### src/rtl/drf_pkg.sv
`timescale 1ns / 1ps
// ----------------------------------------------------------------------------
// drf_pkg
// Shared types, widths and constants of the deadband report filter.
// ----------------------------------------------------------------------------
package drf_pkg;

  localparam int FLAG_W       = 7;
  localparam int SENSOR_COUNT = 7;
  localparam int CFG_INDEX_W  = 3;
  localparam int CFG_DATA_W   = 22;
  localparam int IN_DATA_W    = 96;
  localparam int OUT_DATA_W   = 56;
  localparam int OUT_USER_W   = 4;

  typedef enum logic [CFG_INDEX_W-1:0] {
    CFG_HEARTBEAT = 3'd0,
    CFG_PAN_DB    = 3'd1,
    CFG_TILT_DB   = 3'd2,
    CFG_AMB_DB    = 3'd3,
    CFG_OBJ_DB    = 3'd4
  } cfg_reg_t;

  typedef enum logic [3:0] {
    REASON_NONE      = 4'd0,
    REASON_FORCE     = 4'd1,
    REASON_HEARTBEAT = 4'd2,
    REASON_PUMP      = 4'd3,
    REASON_TILT_FIRE = 4'd4,
    REASON_FLAGS     = 4'd5,
    REASON_PAN       = 4'd6,
    REASON_TILT      = 4'd7,
    REASON_AMBIENT   = 4'd8,
    REASON_OBJECT    = 4'd9
  } reason_t;

  localparam logic [21:0] HEARTBEAT_RESET = 22'd30000;
  localparam logic [10:0] PAN_DB_RESET    = 11'd15;
  localparam logic [7:0]  TILT_DB_RESET   = 8'd5;
  localparam logic [9:0]  AMB_DB_RESET    = 10'd5;
  localparam logic [9:0]  OBJ_DB_RESET    = 10'd10;

  // sentinel of an empty cache, far outside any real reading
  localparam logic signed [15:0] PREV_PAN_RESET  = -16'sd9990;
  localparam logic signed [10:0] PREV_TILT_RESET = -11'sd999;
  localparam logic signed [15:0] PREV_TEMP_RESET = -16'sd9990;

  typedef struct packed {
    logic [21:0] heartbeat_ms;
    logic [10:0] pan_deadband;
    logic [7:0]  tilt_deadband;
    logic [9:0]  ambient_deadband;
    logic [9:0]  object_deadband;
  } cfg_t;

  typedef struct packed {
    logic               force_req;
    logic [31:0]        now_ms;
    logic [10:0]        pan_tenths;
    logic [7:0]         tilt_deg;
    logic [FLAG_W-1:0]  fire_flags;
    logic               tilt_fire;
    logic               pump_on;
    logic signed [11:0] ambient_tenths;
    logic               ambient_ok;
    logic signed [12:0] object_tenths;
    logic               object_ok;
    logic               sent_ok;
  } item_t;

  typedef struct packed {
    logic signed [15:0] pan;
    logic signed [10:0] tilt;
    logic [FLAG_W-1:0]  flags;
    logic               tilt_fire;
    logic               pump;
    logic signed [15:0] ambient;
    logic               ambient_ok;
    logic signed [15:0] object;
    logic               object_ok;
    logic [31:0]        last_report_ms;
  } cache_t;

  typedef struct packed {
    logic [10:0]        out_pan;
    logic [7:0]         out_tilt;
    logic [FLAG_W-1:0]  out_flags;
    logic               out_tilt_fire;
    logic               out_pump;
    logic signed [11:0] out_ambient;
    logic signed [12:0] out_object;
  } report_t;

endpackage

### src/rtl/drf_cfg_regs.sv
`timescale 1ns / 1ps
// ----------------------------------------------------------------------------
// drf_cfg_regs
// Threshold and heartbeat registers behind the plain write port.
// ----------------------------------------------------------------------------
module drf_cfg_regs (
  input  logic                               clk,
  input  logic                               rst,
  input  logic                               cfg_wr_en,
  input  logic [drf_pkg::CFG_INDEX_W-1:0]    cfg_index,
  input  logic [drf_pkg::CFG_DATA_W-1:0]     cfg_data,
  output drf_pkg::cfg_t                      cfg
);

  always_ff @(posedge clk) begin
    if (rst) begin
      cfg.heartbeat_ms     <= drf_pkg::HEARTBEAT_RESET;
      cfg.pan_deadband     <= drf_pkg::PAN_DB_RESET;
      cfg.tilt_deadband    <= drf_pkg::TILT_DB_RESET;
      cfg.ambient_deadband <= drf_pkg::AMB_DB_RESET;
      cfg.object_deadband  <= drf_pkg::OBJ_DB_RESET;
    end else if (cfg_wr_en) begin
      case (drf_pkg::cfg_reg_t'(cfg_index))
        drf_pkg::CFG_HEARTBEAT: cfg.heartbeat_ms     <= cfg_data[21:0];
        drf_pkg::CFG_PAN_DB:    cfg.pan_deadband     <= cfg_data[10:0];
        drf_pkg::CFG_TILT_DB:   cfg.tilt_deadband    <= cfg_data[7:0];
        drf_pkg::CFG_AMB_DB:    cfg.ambient_deadband <= cfg_data[9:0];
        drf_pkg::CFG_OBJ_DB:    cfg.object_deadband  <= cfg_data[9:0];
        default: ;
      endcase
    end
  end

endmodule

### src/rtl/drf_cache.sv
`timescale 1ns / 1ps
// ----------------------------------------------------------------------------
// drf_cache
// Last published snapshot and heartbeat time, rewritten on a sent report.
// ----------------------------------------------------------------------------
module drf_cache (
  input  logic                                clk,
  input  logic                                rst,
  input  logic                                commit,
  input  drf_pkg::item_t                      item,
  input  logic [drf_pkg::FLAG_W-1:0]          flags,
  output drf_pkg::cache_t                     cache
);

  always_ff @(posedge clk) begin
    if (rst) begin
      cache.pan            <= drf_pkg::PREV_PAN_RESET;
      cache.tilt           <= drf_pkg::PREV_TILT_RESET;
      cache.flags          <= '0;
      cache.tilt_fire      <= 1'b0;
      cache.pump           <= 1'b0;
      cache.ambient        <= drf_pkg::PREV_TEMP_RESET;
      cache.ambient_ok     <= 1'b1;
      cache.object         <= drf_pkg::PREV_TEMP_RESET;
      cache.object_ok      <= 1'b1;
      cache.last_report_ms <= '0;
    end else if (commit) begin
      cache.pan            <= $signed({5'b0, item.pan_tenths});
      cache.tilt           <= $signed({3'b0, item.tilt_deg});
      cache.flags          <= flags;
      cache.tilt_fire      <= item.tilt_fire;
      cache.pump           <= item.pump_on;
      cache.ambient        <= 16'(item.ambient_tenths);
      cache.ambient_ok     <= item.ambient_ok;
      cache.object         <= 16'(item.object_tenths);
      cache.object_ok      <= item.object_ok;
      cache.last_report_ms <= item.now_ms;
    end
  end

endmodule

### src/rtl/drf_decide.sv
`timescale 1ns / 1ps
// ----------------------------------------------------------------------------
// drf_decide
// Priority compare of one snapshot against the cache, gives reason and payload.
// ----------------------------------------------------------------------------
module drf_decide #(
  parameter int SENSOR_COUNT = drf_pkg::SENSOR_COUNT
) (
  input  drf_pkg::item_t   item,
  input  drf_pkg::cache_t  cache,
  input  drf_pkg::cfg_t    cfg,
  output drf_pkg::reason_t reason,
  output drf_pkg::report_t report
);

  function automatic logic [16:0] abs17(input logic signed [16:0] d);
    return d[16] ? 17'(-d) : 17'(d);
  endfunction

  logic [drf_pkg::FLAG_W-1:0] flag_mask;
  logic [drf_pkg::FLAG_W-1:0] flags;
  logic [31:0]                elapsed;
  logic signed [16:0]         pan_diff;
  logic signed [11:0]         tilt_diff;
  logic signed [16:0]         amb_diff;
  logic signed [16:0]         obj_diff;
  logic [16:0]                pan_abs;
  logic [11:0]                tilt_abs;
  logic [16:0]                amb_abs;
  logic [16:0]                obj_abs;

  always_comb begin
    for (int i = 0; i < drf_pkg::FLAG_W; i++) begin
      flag_mask[i] = (i < SENSOR_COUNT);
    end
  end

  assign flags   = item.fire_flags & flag_mask;
  assign elapsed = item.now_ms - cache.last_report_ms;

  assign pan_diff  = $signed({6'b0, item.pan_tenths}) - 17'(cache.pan);
  assign tilt_diff = $signed({4'b0, item.tilt_deg}) - 12'(cache.tilt);
  assign amb_diff  = 17'(item.ambient_tenths) - 17'(cache.ambient);
  assign obj_diff  = 17'(item.object_tenths) - 17'(cache.object);

  assign pan_abs  = abs17(pan_diff);
  assign tilt_abs = tilt_diff[11] ? 12'(-tilt_diff) : 12'(tilt_diff);
  assign amb_abs  = abs17(amb_diff);
  assign obj_abs  = abs17(obj_diff);

  always_comb begin
    if (item.force_req) begin
      reason = drf_pkg::REASON_FORCE;
    end else if (elapsed >= {10'b0, cfg.heartbeat_ms}) begin
      reason = drf_pkg::REASON_HEARTBEAT;
    end else if (item.pump_on != cache.pump) begin
      reason = drf_pkg::REASON_PUMP;
    end else if (item.tilt_fire != cache.tilt_fire) begin
      reason = drf_pkg::REASON_TILT_FIRE;
    end else if (flags != cache.flags) begin
      reason = drf_pkg::REASON_FLAGS;
    end else if (pan_abs > {6'b0, cfg.pan_deadband}) begin
      reason = drf_pkg::REASON_PAN;
    end else if (tilt_abs >= {4'b0, cfg.tilt_deadband}) begin
      reason = drf_pkg::REASON_TILT;
    end else if (item.ambient_ok && cache.ambient_ok &&
                 amb_abs > {7'b0, cfg.ambient_deadband}) begin
      reason = drf_pkg::REASON_AMBIENT;
    end else if (item.object_ok && cache.object_ok &&
                 obj_abs > {7'b0, cfg.object_deadband}) begin
      reason = drf_pkg::REASON_OBJECT;
    end else begin
      reason = drf_pkg::REASON_NONE;
    end
  end

  // no report means an all-zero payload
  always_comb begin
    report = '0;
    if (reason != drf_pkg::REASON_NONE) begin
      report.out_pan       = item.pan_tenths;
      report.out_tilt      = item.tilt_deg;
      report.out_flags     = flags;
      report.out_tilt_fire = item.tilt_fire;
      report.out_pump      = item.pump_on;
      report.out_ambient   = item.ambient_ok ? item.ambient_tenths : '0;
      report.out_object    = item.object_ok ? item.object_tenths : '0;
    end
  end

endmodule

### src/rtl/deadband_report_filter_core.sv
`timescale 1ns / 1ps
// ----------------------------------------------------------------------------
// deadband_report_filter_core
// Report-by-exception filter with heartbeat for turret status snapshots.
// ----------------------------------------------------------------------------
// One snapshot beat is taken per clock while the output is not stalled, and
// one result beat comes out per snapshot: the beat lands in an input register,
// the priority compare against the cached copy runs in one combinational pass,
// and reason and payload land in the result register. The cache and the
// heartbeat time are written at the same edge as the result, so the next
// snapshot is already compared against them; this loop through the cache lets
// one beat per clock through. A stalled output holds the input register, and
// s_tready drops only when both registers are full. Reset restores the cache
// and the thresholds in the same cycle.
// ----------------------------------------------------------------------------
module deadband_report_filter_core #(
  parameter int SENSOR_COUNT = drf_pkg::SENSOR_COUNT
) (
  input  logic                                 clk,
  input  logic                                 rst,
  // force_req, now_ms, pan_tenths, tilt_deg, fire_flags, tilt_fire, pump_on,
  // ambient_tenths, ambient_ok, object_tenths, object_ok, sent_ok, zero pad
  input  logic [drf_pkg::IN_DATA_W-1:0]        s_tdata,
  input  logic                                 s_tvalid,
  output logic                                 s_tready,
  // out_pan, out_tilt, out_flags, out_tilt_fire, out_pump, out_ambient,
  // out_object, zero pad
  output logic [drf_pkg::OUT_DATA_W-1:0]       m_tdata,
  // reason
  output logic [drf_pkg::OUT_USER_W-1:0]       m_tuser,
  output logic                                 m_tvalid,
  input  logic                                 m_tready,
  input  logic                                 cfg_wr_en,
  input  logic [drf_pkg::CFG_INDEX_W-1:0]      cfg_index,
  input  logic [drf_pkg::CFG_DATA_W-1:0]       cfg_data
);

  drf_pkg::cfg_t    cfg;
  drf_pkg::cache_t  cache;
  drf_pkg::item_t   in_item;
  drf_pkg::item_t   s1_item;
  drf_pkg::reason_t reason;
  drf_pkg::report_t report;
  logic             s1_valid;
  logic             s1_adv;
  logic             commit;

  always_comb begin
    in_item.force_req      = s_tdata[0];
    in_item.now_ms         = s_tdata[32:1];
    in_item.pan_tenths     = s_tdata[43:33];
    in_item.tilt_deg       = s_tdata[51:44];
    in_item.fire_flags     = s_tdata[58:52];
    in_item.tilt_fire      = s_tdata[59];
    in_item.pump_on        = s_tdata[60];
    in_item.ambient_tenths = s_tdata[72:61];
    in_item.ambient_ok     = s_tdata[73];
    in_item.object_tenths  = s_tdata[86:74];
    in_item.object_ok      = s_tdata[87];
    in_item.sent_ok        = s_tdata[88];
  end

  // the snapshot moves on when the result register is free or being drained
  assign s1_adv   = s1_valid && (!m_tvalid || m_tready);
  assign s_tready = !s1_valid || s1_adv;
  assign commit   = s1_adv && (reason != drf_pkg::REASON_NONE) && s1_item.sent_ok;

  always_ff @(posedge clk) begin
    if (rst) begin
      s1_valid <= 1'b0;
    end else if (s_tready) begin
      s1_valid <= s_tvalid;
    end
  end

  always_ff @(posedge clk) begin
    if (s_tvalid && s_tready) begin
      s1_item <= in_item;
    end
  end

  always_ff @(posedge clk) begin
    if (rst) begin
      m_tvalid <= 1'b0;
    end else if (s1_adv) begin
      m_tvalid <= 1'b1;
    end else if (m_tready) begin
      m_tvalid <= 1'b0;
    end
  end

  always_ff @(posedge clk) begin
    if (s1_adv) begin
      m_tuser <= reason;
      m_tdata <= {3'b0, report.out_object, report.out_ambient, report.out_pump,
                  report.out_tilt_fire, report.out_flags, report.out_tilt,
                  report.out_pan};
    end
  end

  drf_cfg_regs u_cfg (
    .clk       (clk),
    .rst       (rst),
    .cfg_wr_en (cfg_wr_en),
    .cfg_index (cfg_index),
    .cfg_data  (cfg_data),
    .cfg       (cfg)
  );

  drf_cache u_cache (
    .clk    (clk),
    .rst    (rst),
    .commit (commit),
    .item   (s1_item),
    .flags  (report.out_flags),
    .cache  (cache)
  );

  drf_decide #(
    .SENSOR_COUNT (SENSOR_COUNT)
  ) u_decide (
    .item   (s1_item),
    .cache  (cache),
    .cfg    (cfg),
    .reason (reason),
    .report (report)
  );

`ifndef SYNTHESIS
  a_none_zero_payload: assert property (@(posedge clk) disable iff (rst)
    (m_tvalid && m_tuser == drf_pkg::REASON_NONE) |-> (m_tdata == '0))
    else $error("no-report beat carries a payload");

  a_stall_holds_s1: assert property (@(posedge clk) disable iff (rst)
    (s1_valid && m_tvalid && !m_tready) |=> s1_valid)
    else $error("snapshot lost while output stalled");

  a_cache_only_on_commit: assert property (@(posedge clk) disable iff (rst)
    !commit |=> $stable(cache))
    else $error("cache changed without a sent report");

  a_not_ready_means_full: assert property (@(posedge clk) disable iff (rst)
    !s_tready |-> (s1_valid && m_tvalid))
    else $error("input stalled with room in the pipe");
`endif

endmodule

### config.mk
export PLATFORM = sky130hd
export DESIGN_NAME = deadband_report_filter_core
export DESIGN_NICKNAME = d
export VERILOG_FILES = /design/src/rtl/drf_pkg.sv /design/src/rtl/drf_cfg_regs.sv /design/src/rtl/drf_cache.sv /design/src/rtl/drf_decide.sv /design/src/rtl/deadband_report_filter_core.sv
export SDC_FILE = /design/constraint.sdc
export NUM_CORES = 1
export LEC_CHECK = 0
export ABC_AREA = 1
export BUFFER_PORTS_ARGS = -buffer_cell sky130_fd_sc_hd__buf_2
export CELL_PAD_IN_SITES_DETAIL_PLACEMENT = 0
export CELL_PAD_IN_SITES_GLOBAL_PLACEMENT = 2
export CORE_MARGIN = 2
export CORE_UTILIZATION = 37
export DETAILED_ROUTE_END_ITERATION = 10
export PLACE_DENSITY = 0.95
export SLEW_MARGIN = 15
export SYNTH_ARGS = -nofsm -noshare
export SYNTH_HDL_FRONTEND = slang
export SYNTH_HIERARCHICAL = 1
export SYNTH_SLANG_ARGS = --single-unit
### constraint.sdc
create_clock -name clk -period 9.75 [get_ports clk]
set_clock_uncertainty 0.2 [all_clocks]
set_input_delay 2.925 -clock clk [delete_from_list [all_inputs] [get_ports clk]]
set_output_delay 2.925 -clock clk [all_outputs]
set_load 0.02 [all_outputs]
==> metrics.csv <==
metric;value;unit
Ports;188;
worst-path fanout max;3;
Final Wtd Congestion;0.850;
yosys warns;6;
Async SR Flop Fraction;0;%
Sw Ratio;31.1;%
Nets;3202;
Crit path top cell by count;buf_2;
drt total wl;50400;um
cts repair resizes;0;
Worst path depth;4;
DR iter-0 viols;722;
Int Pwr;2.60;mW
Post-synth EDFFs;146;
initial antenna violation count;5;
Synth cell types;54;
Setup TNS;0;ps
fillers;5529;
Setup-failing EPs final;0;
static leakage power;11.5;nW
Buf+Inv Stages, Crit Path;3;
Worst path max stage delay;180;ps
Multi-input gate area;10200;sq um
WP data arrival;3440;ps
Longest Clk Path Bufs;3;
RSZ-0062 raised after global routing;no;
Clock transition at path regs;60;ps
Hold Path Stages;2;
vias in the first global route;16500;
Die Y-Extent;236;um
Clk pwr share;38.6;%
sequential-to-total area share from yosys stat;37.3;%
outcome;finished clean;
Mapped Cells;2770;
worst rel slew slack;32.5;%
Register-to-Register Path Depth;46;
CTS tree;yes;
Min-Delay Path Class;flop to flop;
sequential share of power;37.8;%
critical path type;input port to primary output;
Synth Cell Area;19900;sq um
DR vias;17200;
DR vias/cell;4.71;
Setup WS post-layout;3180;ps
Switch Pwr;1.17;mW
crit path from;m_tready;
post-synthesis average cell area;7.20;sq um
Period minus WS final;6570;ps
Routed Antenna Nets;0;
combinational share of power;23.6;%
reg2reg start;s1_item[2]$_DFFE_PP_;
HP Start;u_cache/cache[54]$_SDFFE_PP1P_;
crit path max-delay cell type;buf_2;
register area;7450;sq um
crit end category;primary output;
layout cells sized above 1;12.3;%
period utilization;67.4;%
Core Region;53600;sq um
Initial Util;37.2;%
CTS buffer count;36;
setup bufs post-CTS;0;
first-pass GRT wire length;81800;um
worst skew pair latency;560;ps
family with the most delay on the worst path;buffers and inverters;
Final Hold Fails;0;
Port Buffers;177;
Max Cap Viol;0;
DP HPWL;37900;um
Die X;236;um
# DRC;0;
H-tree levels;2;
Area Growth Syn to Fin;13.2;%
clock root buffer;clkbuf_16;
FMAX;0.152;GHz
GRT Residual Overflow;0;
die area;55800;sq um
worst slew pin tran;1010;ps
Main synth FF type;dfxtp_1;
CP required;6630;ps
CTS sink cnt;299;
startpoint types;input port;
Synth Register Bits;299;
fin. max-slew vios;0;
First-pass DRT Iterations;5;
largest net degree at the start of global routing;88;
PD cells;167;nW/um^2
drt wl/cell;13.8;um
hold_buf cts;0;
total track usage;17.9;%
sequence of cells on the critical path;buf_2 -> inv_1 -> nand3_2 -> buf_2;
DP Worst Slack;3180;ps
Core Rows;85;
hold slack final;258;ps
Max VDD drop;145;uV
[cells in the mapped netlist (3+ instances only)]
cell      instances  area (sq um)
nand3_1         232          1160
buf_2            19          95.1
a31oi_1           8          50.1
inv_1           455          1710
buf_4            23           173
ha_1            147          1840
xor2_1           54           473
nand2_1         694          2610
a21o_1           14           105
nor2_4            8          90.1
edfxtp_1        146          4380
o21ai_0         107           536
a211oi_1          3          22.5
buf_6            14           158
dfxtp_1         153          3060
a21oi_1          87           435
fa_1              5           100
clkbuf_1          7          26.3
inv_2            31           116
clkbuf_2          5          25.0
nand2_2          43           269
nor2_2           13          81.3
nand3_2           5          50.1
xnor2_1          27           236
o21bai_1          6          45.0
nand4_1          32           200
nor2_1          358          1340
nor3_1           16          80.1
clkinv_1          3          11.3
o21ai_1           8          40.0
nand3b_1         11          82.6
a21oi_2           6          52.6
[layout by cell type (no fill, tap or decap), types with 3 or more instances in the layout]
cell        count
buf_2         177
ha_1          147
nand2_2        43
xnor2_1        27
o21ai_0       107
dfxtp_1       153
conb_1          6
a211oi_1        3
diode_2         6
nand3_1       232
clkinvlp_4      3
o21bai_1        6
a21o_1         14
edfxtp_1      146
nor2_2         13
nand3_2         5
clkbuf_16      38
a31oi_1         8
clkbuf_1        6
clkinv_2        4
nor2_1        357
a21oi_2         6
nand4_1        32
xor2_1         54
inv_2          32
nand3b_1       11
nor2_4          9
a21oi_1        86
clkinv_1        5
inv_1         454
bufinv_16       6
nand2_1       694
nor3_1         16
o21ai_1         8
buf_4           6
fa_1            5
[kinds of logic after synthesis]
family	Yosys count	share of synthesized area (%)
and+or+nand+nor	1419	30.3
buffers and inverters	561	11.7
DFF	299	37.3
AOI/OAI and AO/OA	252	6.99
adders and majority gates	152	9.72
xor gates and xnor gates	85	3.88
other	2	0.0376
[area by class of cell]
cell class / instances / share of cell area [%]
inverter: 490 / 8.16
clock inverter: 20 / 1.24
sequential: 299 / 33.0
tap: 696 / 3.86
antenna: 6 / 0.0665
clock buffer: 46 / 4.43
multi-input combinational: 1914 / 45.1
timing repair buffer: 183 / 4.12
[power by group through the flow]
| stage | sequential, mW | combinational, mW | clock, mW |
|---|---|---|---|
| after CTS | 1.43 | 0.897 | 1.51 |
| final | 1.42 | 0.889 | 1.46 |
| after global routing | 1.43 | 1.02 | 1.55 |
| after global placement | 1.45 | 0.874 | 0 |
| after floorplan | 1.46 | 0.671 | 0 |
| after detailed placement | 1.45 | 0.891 | 0 |
[metal layers]
metal | track usage [%] | share of wire [%] | up-vias
li1 | - | - | 9049
met4 | 5.52 | 2.3 | 0
met2 | 31.5 | 48 | 280
met1 | 22.9 | 46 | 7836
met3 | 2.35 | 3.7 | 61
met5 | 0 | 0 | -
[final timing paths]
check	end	slack, ps
worst min register to register	u_cache/cache[54]$_SDFFE_PP1P_	260
worst min-delay path	u_cache/cache[54]$_SDFFE_PP1P_	260
worst max register to register	u_cache/cache[63]$_SDFFE_PP0P_	3300
worst max-delay path	s_tready	3180
[through the flow]
stage | total power [mW] | util, % | instance area (sq um) | instances
6_report | 3.77 | 42.1 | 22600 | 3654
5_1_grt | 4.01 | 42.1 | 22600 | 3651
4_1_cts | 3.83 | 42.1 | 22600 | 3648
3_5_place_dp | 2.34 | 39.7 | 21300 | 3582
3_3_place_gp | 2.32 | 39.7 | 21300 | 3582
2_1_floorplan | 2.13 | - | 20000 | 2774
[worst min-delay path: cells and delay by family, from the launching register on]
kind	cells	cell delay (ps)
simple gates	2	100
flops	1	330
[sequential cells by signal, indices dropped and copies added (netlist names)]
register and cells:
u_cache/cache 90, s1_item 89, u_cfg/cfg 61, m_tdata 53
m_tuser 4, m_tvalid 1, s1_valid 1
Power figures use the tool's default switching activity.
